$ cat config.mk
export PLATFORM = sky130hd
export DESIGN_NAME = lifn_ctrl
export DESIGN_NICKNAME = d
export VERILOG_FILES = /design/src/rtl/lifn_pkg.sv /design/src/rtl/lifn_ctrl.sv
export SDC_FILE = /design/constraint.sdc
export NUM_CORES = 1
export LEC_CHECK = 0
export BUFFER_PORTS_ARGS = -buffer_cell sky130_fd_sc_hd__buf_2
export CAP_MARGIN = 5
export CORE_AREA = 5 5 42 44
export DETAILED_ROUTE_END_ITERATION = 16
export DIE_AREA = 0 0 47 49
export MAX_ROUTING_LAYER = met4
export PLACE_DENSITY = 0.47
export SYNTH_ARGS = -nofsm -noshare
export SYNTH_HDL_FRONTEND = slang
export SYNTH_SLANG_ARGS = --single-unit
export TNS_END_PERCENT = 50
$ cat constraint.sdc
create_clock -name clk -period 2.4 [get_ports clk]
set_input_delay 0.48 -clock clk [delete_from_list [all_inputs] [get_ports clk]]
set_output_delay 0.48 -clock clk [all_outputs]
set_load 0.03 [all_outputs]
$ cat src/rtl/lifn_pkg.sv
// Shared types and constants for the LIF neuron step core.
package lifn_pkg;

  localparam int VOLT_W    = 16;
  localparam int CFG_W     = 16;
  localparam int CFG_IDX_W = 3;
  localparam int SAMPLE_W  = 24;
  localparam int COUNT_W   = 23;

  // Shared multiplier operand and product widths
  localparam int MUL_A_W = 33;
  localparam int MUL_B_W = 28;
  localparam int PROD_W  = MUL_A_W + MUL_B_W;

  localparam logic [SAMPLE_W-1:0] SAMPLE_MAX = '1;
  localparam logic [COUNT_W-1:0]  COUNT_MAX  = '1;

  typedef enum logic [CFG_IDX_W-1:0] {
    REG_DT_OVER_TAUM       = 3'd0,
    REG_SYN_GAIN           = 3'd1,
    REG_INHIB_REVERSAL     = 3'd2,
    REG_V_THRESH           = 3'd3,
    REG_V_RESET            = 3'd4,
    REG_V_REST             = 3'd5,
    REG_V_SPIKE            = 3'd6,
    REG_REFRACTORY_SAMPLES = 3'd7
  } cfg_reg_t;

  localparam logic [CFG_W-1:0]         RST_DT_OVER_TAUM       = 16'd655;
  localparam logic [CFG_W-1:0]         RST_SYN_GAIN           = 16'd256;
  localparam logic signed [VOLT_W-1:0] RST_INHIB_REVERSAL     = -16'sd20480;
  localparam logic signed [VOLT_W-1:0] RST_V_THRESH           = -16'sd12800;
  localparam logic signed [VOLT_W-1:0] RST_V_RESET            = -16'sd15360;
  localparam logic signed [VOLT_W-1:0] RST_V_REST             = -16'sd16640;
  localparam logic signed [VOLT_W-1:0] RST_V_SPIKE            = 16'sd12800;
  localparam logic [CFG_W-1:0]         RST_REFRACTORY_SAMPLES = 16'd10;

  typedef struct packed {
    logic [CFG_W-1:0]         dt_over_taum;
    logic [CFG_W-1:0]         syn_gain;
    logic signed [VOLT_W-1:0] inhib_reversal;
    logic signed [VOLT_W-1:0] v_thresh;
    logic signed [VOLT_W-1:0] v_reset;
    logic signed [VOLT_W-1:0] v_rest;
    logic signed [VOLT_W-1:0] v_spike;
    logic [CFG_W-1:0]         refractory_samples;
  } cfg_t;

  typedef enum logic [1:0] {
    ST_IDLE,
    ST_SYN,
    ST_DV,
    ST_DONE
  } state_t;

  typedef enum logic [1:0] {
    MUL_GD,
    MUL_SYN,
    MUL_DV
  } mul_sel_t;

  typedef struct packed {
    mul_sel_t mul_sel;
    logic     mul_en;
    logic     load;
    logic     commit;
  } dp_cmd_t;

  typedef struct packed {
    logic skip_pending;
  } dp_stat_t;

endpackage

$ cat src/rtl/lifn_ctrl.sv
// Step sequencer and output handshake control for the LIF neuron core.
module lifn_ctrl (
  input  logic               clk,
  input  logic               rst_n,
  input  logic               in_valid,
  output logic               in_ready,
  input  logic               in_start_req,
  output logic               out_valid,
  input  logic               out_ready,
  input  lifn_pkg::dp_stat_t stat,
  output lifn_pkg::dp_cmd_t  cmd
);
  import lifn_pkg::*;

  state_t state_r, state_nxt;
  logic   out_valid_r, out_valid_nxt;
  logic   accept;
  logic   out_free;

  assign accept   = in_valid && in_ready;
  assign out_free = !out_valid_r || out_ready;

  always_comb begin
    state_nxt = state_r;
    unique case (state_r)
      ST_IDLE: begin
        if (accept) begin
          // start and skipped samples need no arithmetic
          if (in_start_req || stat.skip_pending) state_nxt = ST_DONE;
          else                                   state_nxt = ST_SYN;
        end
      end
      ST_SYN:  state_nxt = ST_DV;
      ST_DV:   state_nxt = ST_DONE;
      ST_DONE: begin
        if (out_free) state_nxt = ST_IDLE;
      end
      default: state_nxt = ST_IDLE;
    endcase
  end

  always_comb begin
    in_ready    = 1'b0;
    cmd.mul_sel = MUL_GD;
    cmd.mul_en  = 1'b0;
    cmd.load    = 1'b0;
    cmd.commit  = 1'b0;
    unique case (state_r)
      ST_IDLE: begin
        in_ready    = 1'b1;
        cmd.load    = accept;
        cmd.mul_en  = accept;
        cmd.mul_sel = MUL_GD;
      end
      ST_SYN: begin
        cmd.mul_en  = 1'b1;
        cmd.mul_sel = MUL_SYN;
      end
      ST_DV: begin
        cmd.mul_en  = 1'b1;
        cmd.mul_sel = MUL_DV;
      end
      ST_DONE: begin
        cmd.commit = out_free;
      end
      default: ;
    endcase
  end

  always_comb begin
    if (cmd.commit)     out_valid_nxt = 1'b1;
    else if (out_ready) out_valid_nxt = 1'b0;
    else                out_valid_nxt = out_valid_r;
  end

  always_ff @(posedge clk) begin
    if (!rst_n) begin
      state_r     <= ST_IDLE;
      out_valid_r <= 1'b0;
    end else begin
      state_r     <= state_nxt;
      out_valid_r <= out_valid_nxt;
    end
  end

  assign out_valid = out_valid_r;

endmodule

==> impl_metrics.env <==
export IMPL_first_pass_iters=1
export IMPL_grt_pass1_wl_um=765
export IMPL_synthTopCellsByArea="ha_1 28%, dfxtp_1 23%, mux2i_1 7.6%"
export IMPL_drive_gt1_frac=0.429
export IMPL_worst_slack_ps=537
export IMPL_grt_use_total=0.0505
export IMPL_min_path_type="reg2reg"
export IMPL_peakVddDrop_mv=0.368
export IMPL_cts_resized=0
export IMPL_clkTransAtPathRegs_ps=40
export IMPL_ctsHoldBuffers=0
export IMPL_ioPinCount=13
export IMPL_post_dp_hpwl_um=428
export IMPL_relSlewSlack=0.876
export IMPL_rsz0062_at_grt="false"
export IMPL_use_met2=0.0498
export IMPL_cts_max_level=1
export IMPL_met1_usage=0.0636
export IMPL_detail_route_antenna_nets=0
export IMPL_initial_utilization=0.188
export IMPL_slew_violations=0
export IMPL_fin_tns_setup_ps=0
export IMPL_antenna_cells=0
export IMPL_path_class="reg2out"
export IMPL_async_flop_share=0
export IMPL_ctsRootBufferMaster="clkbuf_4"
export IMPL_yosys_cell_types_count=16
export IMPL_power_density_mw_per_mm2=1390
export IMPL_hold_slack_ps=502
export IMPL_drc_errors=0
export IMPL_start_kind="flop"
export IMPL_netlist_area_um2=264
export IMPL_cts_tree="built"
export IMPL_final_util=0.259
export IMPL_grt_pass1_vias=188
export IMPL_tightest_slew_ps=187
export IMPL_grt_max_degree=6
export IMPL_vias_per_cell=3.76
export IMPL_fp_dieH_um=49
export IMPL_drv_cap=0
export IMPL_synthFlopType="dfxtp_1"
export IMPL_clock_latency_ps=230
export IMPL_dp_cells=54
export IMPL_core_mm2=0.00140
export IMPL_syn_inst=27
export IMPL_syn_avg_cell_area_um2=9.78
export IMPL_setup_viol=0
export IMPL_grt_use_met3=0.0480
export IMPL_synth_top_area_share=0.284
export IMPL_min_period_over_period=0.776
export IMPL_critPathArrivalTime_ps=1380
export IMPL_cp_end_kind="output port"
export IMPL_synth_top_area_cell="ha_1"
export IMPL_clock_sinks=3
export IMPL_yosys_register_bits=3
export IMPL_std_cell_rows=14
export IMPL_synth_most_common_cell="ha_1"
export IMPL_hold_viol=0
export IMPL_synth_edff_count=0
export IMPL_critPathRequiredTime_ps=1920
export IMPL_synthTopCellsByCount="6 x ha_1, 3 x dfxtp_1"
export IMPL_dp_slack_ps=767
export IMPL_layout_nets=55
export IMPL_fin_worst_skew_ps=0.157
export IMPL_wl_per_cell_um=8.93
export IMPL_post_cts_buffers=0
export IMPL_grt_overflow=0
export IMPL_cp_max_fo=5
export IMPL_dr_total_vias=218
export IMPL_drt_iter0_drc=0
export IMPL_yosys_warnings=0
export IMPL_seq_area_frac_synth=0.227
export IMPL_status="finished clean"
export IMPL_instances_no_fill=58
export IMPL_wl_um=518
export IMPL_grt_antenna_before_repair=0
export IMPL_die_area_mm2=0.00230
export IMPL_period_minus_slack_ps=1860
export IMPL_fp_dieW_um=47
export IMPL_syn_nets=39
export IMPL_fmax_mhz=537
export IMPL_leakagePower_uw=0.000189
export IMPL_gp_congestion=0.580
export IMPL_cts_buffer_depth=2
export IMPL_io_buffers=12
export IMPL_area_growth_synth_to_final_pct=37.4
export IMPL_cts_made_buffers=3
export IMPL_grt_busiest_layer="met1"
cell type report:
type | count | area (um2)
tap | 16 | 20.0
fill | 159 | 1040
sequential | 3 | 60.1
clock buffer | 4 | 26.3
inverter | 2 | 7.51
multi-input combinational | 21 | 189
timing repair buffer | 12 | 60.1
worst max-delay path, cell delays in order, from the launching register on:
cell	delay (ps)
dfxtp_1	400
inv_1	110
ha_1	200
and2_1	150
nor2_1	80
nor2_1	40
buf_2	170
routing by layer:
layer | up-vias | part of all wire
met4 | 0 | 0
met3 | 0 | 0.18
li1 | 116 | -
met1 | 88 | 0.46
met2 | 14 | 0.36
met5 | - | 0
state kept, by name, summed over array words and instances (netlist names):
name	cells
state_r	2
out_valid	1
metrics by stage:
stage / total power, uW / area, um2
finish: 503 / 363
global route: 552 / 363
CTS: 518 / 363
detailed placement: 424 / 337
global placement: 423 / 337
floorplan: 355 / 264
path summary, 6_finish.rpt:
check / start / to / slack, ps / cells past startpoint
max reg2reg: state_r[1]$_SDFFE_PN0P_ / state_r[1]$_SDFFE_PN0P_ / 1130 / 5
min: state_r[0]$_SDFFE_PN0P_ / state_r[0]$_SDFFE_PN0P_ / 500 / 2
min reg2reg: state_r[0]$_SDFFE_PN0P_ / state_r[0]$_SDFFE_PN0P_ / 500 / 2
max: state_r[1]$_SDFFE_PN0P_ / cmd[2] / 540 / 6
cells in the final DEF (no fill, tap or decap), types with 2 or more instances in the layout:
cell type / instances
clkbuf_4: 3
ha_1: 6
buf_2: 12
nand2_1: 2
inv_1: 2
dfxtp_1: 3
mux2i_1: 2
nor2_1: 2
report_power, final:
part | internal [uW] | total, uW | switching [uW]
combinational | 113 | 324 | 211
sequential | 69.1 | 89.6 | 20.5
clock | 62.4 | 89.3 | 26.9
cell families (layout without fill, tap and decap cells):
logic type | Yosys count | after routing | share of synthesized area
mux | 2 | 2 | 0.0758
simple gates | 9 | 9 | 0.213
fa+ha+maj | 6 | 6 | 0.284
compound gates | 4 | 4 | 0.142
buf+inv | 3 | 18 | 0.0569
flops | 3 | 3 | 0.227
Note: power is estimated with default switching activity, not from simulation.
